File: src/design/assert_macros.svh
// Assertion macros shared by the frame parser modules.
`ifndef ASSERT_MACROS_SVH
`define ASSERT_MACROS_SVH

// Clocked check, suspended while reset is asserted.
`define ASSERT_CLK(lbl, prop, msg) \
    lbl: assert property (@(posedge i_clk) disable iff (!i_rst_n) (prop)) else $error(msg);

// Clocked check that also holds while reset is asserted.
`define ASSERT_ALWAYS(lbl, prop, msg) \
    lbl: assert property (@(posedge i_clk) (prop)) else $error(msg);

`endif

File: src/design/adsfp_pkg.sv
// Shared types and constants of the ASCII dual sample frame parser.
package adsfp_pkg;

    // Field widths
    localparam int BYTE_W   = 8;
    localparam int VALUE_W  = 31;
    localparam int CHAN_W   = 2;
    localparam int STATUS_W = 2;
    localparam int DIGIT_W  = 4;
    localparam int CFG_IDX_W = 2;

    // Saturation limit of a parsed field
    localparam logic [VALUE_W-1:0] VALUE_MAX = {VALUE_W{1'b1}};

    // ASCII digit range
    localparam logic [BYTE_W-1:0] ASCII_ZERO = 8'h30;
    localparam logic [BYTE_W-1:0] ASCII_NINE = 8'h39;

    // Register reset values
    localparam logic [BYTE_W-1:0] HEADER_RST = 8'h23;
    localparam logic [BYTE_W-1:0] TAIL_RST   = 8'h0A;

    // Configuration register indexes
    localparam logic [CFG_IDX_W-1:0] REG_HEADER = 2'd0;
    localparam logic [CFG_IDX_W-1:0] REG_TAIL   = 2'd1;

    // Result channel tags
    localparam logic [CHAN_W-1:0] CH_ECG = 2'd0;
    localparam logic [CHAN_W-1:0] CH_PPG = 2'd1;
    localparam logic [CHAN_W-1:0] CH_END = 2'd2;

    // Result status codes
    localparam logic [STATUS_W-1:0] ST_OK    = 2'd0;
    localparam logic [STATUS_W-1:0] ST_EMPTY = 2'd1;
    localparam logic [STATUS_W-1:0] ST_OVF   = 2'd2;

    // Commands to the field accumulator
    typedef struct packed {
        logic               clear;
        logic               add;
        logic [DIGIT_W-1:0] digit;
    } t_acc_ctl;

    // Current field state from the accumulator
    typedef struct packed {
        logic [VALUE_W-1:0] value;
        logic               seen;
        logic               ovf;
    } t_field;

endpackage

File: src/design/adsfp_field_acc.sv
// Decimal field accumulator with saturation at the value limit.
`include "assert_macros.svh"

module adsfp_field_acc (
    input  logic                 i_clk,
    input  logic                 i_rst_n,
    input  adsfp_pkg::t_acc_ctl  i_ctl,
    output adsfp_pkg::t_field    o_field
);
    import adsfp_pkg::*;

    localparam int PROD_W = VALUE_W + 4;

    logic [VALUE_W-1:0] r_acc, n_acc;
    logic               r_seen, n_seen;
    logic               r_ovf, n_ovf;
    logic [PROD_W-1:0]  w_wide;
    logic [PROD_W-1:0]  w_prod;
    logic               w_big;

    // acc * 10 + digit, as two shifts and adds
    assign w_wide = {{(PROD_W-VALUE_W){1'b0}}, r_acc};
    assign w_prod = (w_wide << 3) + (w_wide << 1) + PROD_W'(i_ctl.digit);
    assign w_big  = |w_prod[PROD_W-1:VALUE_W];

    // Next field state
    always_comb begin
        n_acc  = r_acc;
        n_seen = r_seen;
        n_ovf  = r_ovf;
        if (i_ctl.clear) begin
            n_acc  = '0;
            n_seen = 1'b0;
            n_ovf  = 1'b0;
        end else if (i_ctl.add) begin
            n_seen = 1'b1;
            if (w_big) begin
                n_acc = VALUE_MAX;
                n_ovf = 1'b1;
            end else begin
                n_acc = w_prod[VALUE_W-1:0];
            end
        end
    end

    always_ff @(posedge i_clk) begin
        if (!i_rst_n) begin
            r_acc  <= '0;
            r_seen <= 1'b0;
            r_ovf  <= 1'b0;
        end else begin
            r_acc  <= n_acc;
            r_seen <= n_seen;
            r_ovf  <= n_ovf;
        end
    end

    assign o_field.value = r_acc;
    assign o_field.seen  = r_seen;
    assign o_field.ovf   = r_ovf;

    // Saturated fields sit at the limit, and only after a digit
    `ASSERT_CLK(a_ovf_at_max, !r_ovf || (r_acc == VALUE_MAX && r_seen), "overflow without saturated value")
    `ASSERT_CLK(a_clear_empties, i_ctl.clear |=> (r_acc == '0 && !r_seen && !r_ovf), "clear left field state")
    `ASSERT_CLK(a_add_marks, (i_ctl.add && !i_ctl.clear) |=> r_seen, "digit add did not mark field")

endmodule

File: src/design/ascii_dual_sample_frame_parser.sv
// Top level of the ASCII dual sample frame parser.
//
//  channel | valid / ready           | payload
//  --------+-------------------------+---------------------------------------
//  input   | i_in_valid / o_in_ready | i_rx_byte
//  result  | o_out_valid/i_out_ready | o_channel, o_sample_value, o_status
//  config  | i_cfg_valid/o_cfg_ready | i_cfg_index, i_cfg_data
//
// Each byte is captured in the input register, is parsed by the phase
// logic and the x10 accumulator, and its result (if any) lands in the result
// register; one byte per cycle is sustained while the result register is not
// stalled.
// A stalled result register holds the byte in the input register; the input
// takes a new byte in the same cycle that the held one moves on.
// Synchronous reset restores the header and tail bytes and waits for a header.
`include "assert_macros.svh"

module ascii_dual_sample_frame_parser (
    input  logic                              i_clk,
    input  logic                              i_rst_n,
    // Byte input
    input  logic                              i_in_valid,
    output logic                              o_in_ready,
    input  logic [adsfp_pkg::BYTE_W-1:0]      i_rx_byte,
    // Results
    output logic                              o_out_valid,
    input  logic                              i_out_ready,
    output logic [adsfp_pkg::CHAN_W-1:0]      o_channel,
    output logic [adsfp_pkg::VALUE_W-1:0]     o_sample_value,
    output logic [adsfp_pkg::STATUS_W-1:0]    o_status,
    // Configuration writes
    input  logic                              i_cfg_valid,
    output logic                              o_cfg_ready,
    input  logic [adsfp_pkg::CFG_IDX_W-1:0]   i_cfg_index,
    input  logic [adsfp_pkg::BYTE_W-1:0]      i_cfg_data
);
    import adsfp_pkg::*;

    typedef enum logic [1:0] {
        PH_HEADER,
        PH_ECG,
        PH_PPG,
        PH_TAIL
    } t_phase;

    t_phase              r_phase, n_phase;
    logic                r_in_valid;
    logic [BYTE_W-1:0]   r_in_byte;
    logic                r_out_valid;
    logic [CHAN_W-1:0]   r_chan, n_chan;
    logic [VALUE_W-1:0]  r_val, n_val;
    logic [STATUS_W-1:0] r_stat, n_stat;
    logic [BYTE_W-1:0]   r_header, r_tail;

    logic                w_advance;
    logic                w_is_digit;
    logic                w_emit;
    t_acc_ctl            w_ctl;
    t_field              w_field;
    logic [VALUE_W-1:0]  w_fval;
    logic [STATUS_W-1:0] w_fstat;

    // Configuration registers, always ready
    assign o_cfg_ready = 1'b1;

    always_ff @(posedge i_clk) begin
        if (!i_rst_n) begin
            r_header <= HEADER_RST;
            r_tail   <= TAIL_RST;
        end else if (i_cfg_valid) begin
            unique case (i_cfg_index)
                REG_HEADER: r_header <= i_cfg_data;
                REG_TAIL:   r_tail   <= i_cfg_data;
                default:    ;
            endcase
        end
    end

    // Held byte moves on when the result register is free or being drained
    assign w_advance  = r_in_valid && (!r_out_valid || i_out_ready);
    assign o_in_ready = !r_in_valid || w_advance;

    assign w_is_digit = (r_in_byte >= ASCII_ZERO) && (r_in_byte <= ASCII_NINE);

    // Field result: empty, saturated or plain
    always_comb begin
        if (!w_field.seen) begin
            w_fval  = '0;
            w_fstat = ST_EMPTY;
        end else begin
            w_fval  = w_field.value;
            w_fstat = w_field.ovf ? ST_OVF : ST_OK;
        end
    end

    // Phase decode for the held byte
    always_comb begin
        n_phase     = r_phase;
        w_emit      = 1'b0;
        n_chan      = CH_END;
        n_val       = '0;
        n_stat      = ST_OK;
        w_ctl.clear = 1'b0;
        w_ctl.add   = 1'b0;
        w_ctl.digit = r_in_byte[DIGIT_W-1:0];
        unique case (r_phase) inside
            PH_HEADER: begin
                if (r_in_byte == r_header) begin
                    w_ctl.clear = 1'b1;
                    n_phase     = PH_ECG;
                end
            end
            PH_ECG, PH_PPG: begin
                if (w_is_digit) begin
                    w_ctl.add = 1'b1;
                end else begin
                    w_emit      = 1'b1;
                    w_ctl.clear = 1'b1;
                    n_chan      = (r_phase == PH_ECG) ? CH_ECG : CH_PPG;
                    n_val       = w_fval;
                    n_stat      = w_fstat;
                    n_phase     = (r_phase == PH_ECG) ? PH_PPG : PH_TAIL;
                end
            end
            PH_TAIL: begin
                if (r_in_byte == r_tail) begin
                    w_emit  = 1'b1;
                    n_phase = PH_HEADER;
                end
            end
            default: ;
        endcase
        if (!w_advance) begin
            w_ctl.clear = 1'b0;
            w_ctl.add   = 1'b0;
        end
    end

    adsfp_field_acc u_field (
        .i_clk   (i_clk),
        .i_rst_n (i_rst_n),
        .i_ctl   (w_ctl),
        .o_field (w_field)
    );

    // Phase, input register and result register
    always_ff @(posedge i_clk) begin
        if (!i_rst_n) begin
            r_phase     <= PH_HEADER;
            r_in_valid  <= 1'b0;
            r_out_valid <= 1'b0;
        end else begin
            if (o_in_ready) begin
                r_in_valid <= i_in_valid;
                r_in_byte  <= i_rx_byte;
            end
            if (w_advance) begin
                r_phase <= n_phase;
            end
            if (w_advance && w_emit) begin
                r_out_valid <= 1'b1;
                r_chan      <= n_chan;
                r_val       <= n_val;
                r_stat      <= n_stat;
            end else if (i_out_ready) begin
                r_out_valid <= 1'b0;
            end
        end
    end

    assign o_out_valid    = r_out_valid;
    assign o_channel      = r_chan;
    assign o_sample_value = r_val;
    assign o_status       = r_stat;

    `ASSERT_CLK(a_ecg_end, (w_advance && r_phase == PH_ECG && !w_is_digit) |=> (r_phase == PH_PPG && r_out_valid && r_chan == CH_ECG), "ECG field end not issued")
    `ASSERT_CLK(a_end_clean, (r_out_valid && r_chan == CH_END) |-> (r_val == '0 && r_stat == ST_OK), "frame end carries data")
    `ASSERT_CLK(a_stall_holds, !o_in_ready |-> (r_in_valid && r_out_valid && !i_out_ready), "input blocked without a stalled result")

endmodule
File: config.mk
export PLATFORM = sky130hd
export DESIGN_NAME = ascii_dual_sample_frame_parser
export DESIGN_NICKNAME = d
export VERILOG_FILES = /design/src/design/adsfp_pkg.sv /design/src/design/adsfp_field_acc.sv /design/src/design/ascii_dual_sample_frame_parser.sv
export VERILOG_INCLUDE_DIRS = /design/src /design/src/design
export SDC_FILE = /design/constraint.sdc
export NUM_CORES = 1
export LEC_CHECK = 0
export ABC_AREA = 1
export BUFFER_PORTS_ARGS = -buffer_cell sky130_fd_sc_hd__buf_2
export CORE_MARGIN = 1
export CORE_UTILIZATION = 45
export DETAILED_ROUTE_END_ITERATION = 8
export PLACE_DENSITY = 0.64
export SYNTH_ARGS = -nofsm -noshare
export SYNTH_HDL_FRONTEND = slang
export SYNTH_SLANG_ARGS = --single-unit
File: constraint.sdc
create_clock -name i_clk -period 9.55 [get_ports i_clk]
set_input_delay 1.4325 -clock i_clk [delete_from_list [all_inputs] [get_ports i_clk]]
set_output_delay 1.4325 -clock i_clk [all_outputs]
set_load 0.02 [all_outputs]
## Word-level counts from Yosys, hierarchy flattened

Index checks and enable logic that the tools add are counted.

| storage, ports and cells | value |
|---|---|
| bits in writable memories | 0 |
| output and inout port bits | 38 |
| latch bits | 0 |
| logic and storage cells | 70 |
| memories kept | 0 |
| ROM bits | 0 |
| bits in registers | 96 |
| bits of input ports | 23 |

| cells by class | value |
|---|---|
| div/mod/pow operators | 0 |
| reductions and logical operators | 22 |
| equal/unequal tests | 9 |
| bitwise gates (word level) | 3 |
| add/sub/neg operators | 2 |
| multiplexer cells | 19 |
| multipliers | 0 |
| shift operators | 0 |
| $lt $le $gt $ge | 2 |

Operator list:

| cell | number |
|---|---|
| adder 34 x 32 -> 35 bit | 1 |
| adder 35 x 4 -> 35 bit | 1 |
| two-way mux 31 bit | 1 |
| equality test 8 bit | 2 |
| two-way mux 1 bit | 10 |
| two-way mux 2 bit | 5 |
| AND reduction 2 bit | 5 |
| greater-or-equal comparator 8 x 6 -> 1 bit (second input constant) | 1 |
| less-or-equal comparator 8 x 6 -> 1 bit (second input constant) | 1 |
| case mux 2 bit (3 select lines) | 1 |
| OR reduction 2 bit | 3 |
| AND reduction 5 bit | 1 |
| equality test 2 x 1 -> 1 bit (second input constant) | 2 |
| equality test 2 bit (second input constant) | 2 |
| zero test 2 bit | 2 |
| inequality test 2 x 1 -> 1 bit (second input constant) | 2 |
| case mux 1 bit (2 select lines) | 2 |
| OR reduction 4 bit | 1 |
| logical AND 1 bit | 3 |
| NOT 1 bit | 3 |
| nonzero test 3 bit | 1 |
| OR reduction 3 bit | 1 |
| zero test 1 bit | 2 |
| logical OR 1 bit | 2 |
| other kinds (2) | 2 |

## Logic depth before layout (Yosys ltp)

| depth | value |
|---|---|
| depth after elaboration | 6 |
| depth in mapped cells | 20 |
| depth with buffers taken out | 18 |

## By module

Synthesis repeated with hierarchy kept, for this count alone.

| unflattened totals | value |
|---|---|
| cell total of the unflattened synthesis | 976 |
| area, all modules | 6850.3 µm² |

By module, submodules not included:

| module | cells an instance | sequential area each (µm²) | instances | area each (µm²) |
|---|---|---|---|---|
| adsfp_field_acc | 695 | 660.6 | 1 | 4159.0 |
| ascii_dual_sample_frame_parser | 281 | 1691.6 | 1 | 2691.3 |

## Least setup slack after synthesis

Ideal clock, no wire load.

| timing | value |
|---|---|
| kind | input to register |
| start | input i_rst_n |
| end | register r_chan[0] (netlist: o_channel[0]), enable pin |
| setup slack | 5.897 ns |
| setup time | 0.427 ns |
| data arrival time | 3.226 ns |
| buffers on the path | 1 |
| stages | 3 |
| required time | 9.123 ns |
| cell sequence | buf_1 > inv_1 > nor2_1 |

| between the ends | value |
|---|---|
| longest elaborated chain between the ends | 1 |

RTL lines:

| what | line | source |
|---|---|---|
| start, declared | ascii_dual_sample_frame_parser.sv:20 | `input logic i_rst_n,` |
| AND reduction 2 bit (no source line) | n/a |  |
| end signal, assigned | ascii_dual_sample_frame_parser.sv:162 | `r_chan <= n_chan;` |
| end, declared | ascii_dual_sample_frame_parser.sv:50 | `logic [CHAN_W-1:0] r_chan, n_chan;` |

No other way between the ends.
A chain may end at the register's enable or synchronous reset.

## Worst setup path in the final report

| timing | value |
|---|---|
| start | register r_in_byte[3] |
| end | register u_field.r_acc[12] |

| between the ends | value |
|---|---|
| longest elaborated chain between the ends | 6 |
| elaborated cells between the ends (all ways) | 14 |
| classes of those cells | 1 x add/sub; 2 x order compare; 1 x eq/ne; 7 x mux; 3 x reduce/logical |

RTL lines:

| what | line | source |
|---|---|---|
| start, declared | ascii_dual_sample_frame_parser.sv:48 | `logic [BYTE_W-1:0] r_in_byte;` |
| start signal, assigned | ascii_dual_sample_frame_parser.sv:155 | `r_in_byte <= i_rx_byte;` |
| parallel branches: the longest is 6 deep, another holds adder 35 x 4 -> 35 bit | n/a |  |
| end signal, assigned | adsfp_field_acc.sv:52 | `r_acc <= n_acc;` |
| end, declared | adsfp_field_acc.sv:14 | `logic [VALUE_W-1:0] r_acc, n_acc;` |

Parallel ways; which one is timed is not known.

==> results.py <==
metrics = {
    "timing": {
        "max_freq_mhz": 287,
        "slew_headroom_pct": 29.0,
        "rsz0062_at_grt": "false",
        "setup_viol": 0,
        "finalCritPeriodShare_pct": 36.5,
        "setup_ws_ns": 6.07,
        "setup_tns_ns": 0,
        "skew_ns": 0.0119,
        "hold_viol": 0,
        "drv_slew": 0,
        "layout_min_cycle_time_ns": 3.48,
        "tightest_slew_ns": 1.06,
    },
    "placement": {
        "dp_hpwl_um": 11400,
        "portBuffers": 59,
        "placed_cells": 1141,
        "gp_congestion": 0.882,
        "place_ws_ns": 6.07,
    },
    "yosys": {
        "synth_common_cells": "226 x nand2_1, 149 x inv_1, 114 x nor2_1, 64 x ha_1, 60 x a21oi_1",
        "synth-async-reset-ratio_pct": 0,
        "syn_area_um2": 6680,
        "yosysMostFrequentCell": "nand2_1",
        "synth-seq-cells": 96,
        "synth-compound-area-share_pct": 8.13,
        "synth_edf_count": 43,
        "synth_area_leaders": "edfxtp_1 19%, dfxtp_1 16%, nand2_1 13%",
        "synth_top_family_by_area": "simple AND/OR/NAND/NOR gates",
        "synth_top_area_share_pct": 19.3,
        "yosysWarnings": 0,
        "syn_nets": 1001,
        "synthFlopType": "dfxtp_1",
        "yosys.area_share.simple_pct": 28.5,
        "syn_avg_cell_area_um2": 7.32,
        "synth_xor_area_share_pct": 4.98,
        "yosys.area_share.adder_pct": 12.6,
        "ys_types": 37,
        "synthMuxAreaShare_pct": 0.150,
        "synth_area_leader_cell": "edfxtp_1",
        "seq_area_frac_synth_pct": 35.2,
        "synthesis.instances": 912,
    },
    "cells_and_area": {
        "layout.nets": 1057,
        "syn_to_final_growth_pct": 11.3,
        "stdcell_count": 1157,
        "drive_above_1_share_pct": 14.5,
        "fin_util_pct": 51.3,
        "antenna_cells": 0,
    },
    "floorplanning": {
        "dieWidth_um": 124,
        "die_area_um2": 15300,
        "core_um2": 14500,
        "start_util_pct": 46.1,
        "rows": 44,
        "dieHeight_um": 124,
        "io_pins": 61,
    },
    "drt": {
        "ant_nets": 0,
        "viasPerCell": 4.81,
        "avgRoutedWirePerCell_um": 13.0,
        "drc": 0,
        "num_vias": 5562,
        "routed_wl_um": 15100,
        "drt_iter0_markers": 293,
        "firstDrtPassIters": 5,
    },
    "pwr": {
        "ir_drop_mv": 0.0819,
        "p_per_area_nw_per_um2": 111,
        "p_leak_uw": 0.00365,
    },
    "worst_setup_path": {
        "startpoint_type": "flip-flop",
        "path_max_fanout": 29,
        "worst_ep_required_time_ns": 9.80,
        "worstSetupPathType": "reg2reg",
        "critical_path_arrival_ns": 3.73,
        "critPathCaptureType": "flip-flop",
    },
    "clock_network": {
        "cts_tree": "built",
        "cts-resized-gates": 0,
        "cts.clk_slew.worst_paths_ns": 0.07,
        "ctsHoldBuffers": 0,
        "cts_max_level": 3,
        "cts_buffer_depth": 2,
        "clock_sink_count": 96,
        "clock-root-buffer": "clkbuf_16",
        "cts_buffers": 9,
        "post-cts-setup-buffers": 0,
        "clk_latency_ns": 0.36,
    },
    "status": {
        "status": "finished, final reports clean",
    },
    "global_routing": {
        "grt_first_pass_wirelength_um": 25100,
        "overflow": 0,
        "grt_antenna_before_repair": 0,
        "grt_util_all_layers_pct": 21.1,
        "grt_max_degree": 41,
        "grt_pass1_vias": 5151,
    },
    "min_path": {
        "hold_class": "reg2reg",
    },
    "job": {
        "maxCapViolCount": 0,
    },
}
final timing paths:
check,from,to,slack (ns),cells past startpoint
worst max-delay path,r_in_byte[3],u_field.r_acc[12],6.07,14
worst min-delay path,u_field.r_ovf,u_field.r_ovf,0.47,2
worst max register to register,r_in_byte[3],u_field.r_acc[12],6.07,14
worst min register to register,u_field.r_ovf,u_field.r_ovf,0.47,2
cell usage in the layout (no fill, tap or decap), types with 11 or more instances in the layout:
master / n
xor2_1: 12
nor2_1: 113
nand3_1: 39
a21oi_1: 60
inv_1: 149
xnor2_1: 26
edfxtp_1: 43
o21ai_0: 22
ha_1: 64
nand2_1: 226
nand3_2: 11
dfxtp_1: 53
buf_2: 59
nand2_2: 21
layout make-up:
| type | count | area (um^2) |
|---|---|---|
| clock buffer | 9 | 225 |
| multi-input combinational | 642 | 3640 |
| tap | 184 | 230 |
| clock inverter | 7 | 72.6 |
| fill | 1445 | 7040 |
| timing repair buffer | 63 | 325 |
| sequential | 96 | 2350 |
| inverter | 156 | 586 |
worst max-delay path: stages, from the launching register on:
cell and delay [ns]:
edfxtp_1 0.48, fa_1 0.57, fa_1 0.47, nand2_1 0.09, nand2_1 0.11, nand3_1 0.12
nand2_2 0.09, nand2_2 0.07, nand2_1 0.11, a21oi_2 0.18, nand3_2 0.11, nor2_4 0.67
nand3_1 0.16, nand2_1 0.10, inv_1 0.04
flip-flops by register name (all words and copies together), names as in the netlist:
signal and cells:
r_header 8, o_channel 2, o_status 2, r_in_byte 8
u_field.r_seen 1, u_field.r_ovf 1, r_phase 2, u_field.r_acc 31
r_tail 8, o_sample_value 31, r_in_valid 1, o_out_valid 1
logic make-up after synthesis:
| logic type | after synthesis |
|---|---|
| buffers and inverters | 174 |
| XOR/XNOR | 38 |
| other | 1 |
| flip-flops | 96 |
| multiplexers | 1 |
| AO/OA/AOI/OAI | 99 |
| AND/OR/NAND/NOR | 437 |
| adder cells (fa/ha/maj) | 66 |
metrics by stage:
step                cell area [um^2]  hold WS [ns]  power (uW)
CTS                             7430         0.468         836
detailed placement              7140         0.458         473
global route                    7430         0.494         862
finish                          7430         0.466         825
global placement                7140         0.449         473
floorplan                       6680         0.436         463
where the power goes:
group	internal, uW	leakage (uW)	switching [uW]
sequential	432	0.000764	4.97
combinational	11.5	0.00274	15.7
clock	185	0.000149	176
total	629	0.00365	196
routing by layer:
layer | vias to the layer above | share of wire [%] | GRT usage (%)
li1 | 2972 | - | -
met1 | 2477 | 51 | 29.4
met2 | 99 | 45 | 33.4
met3 | 14 | 3.5 | 2.98
met4 | 0 | 1.3 | 7.15
met5 | - | 0 | 0
(Power assumes the default switching activity.)
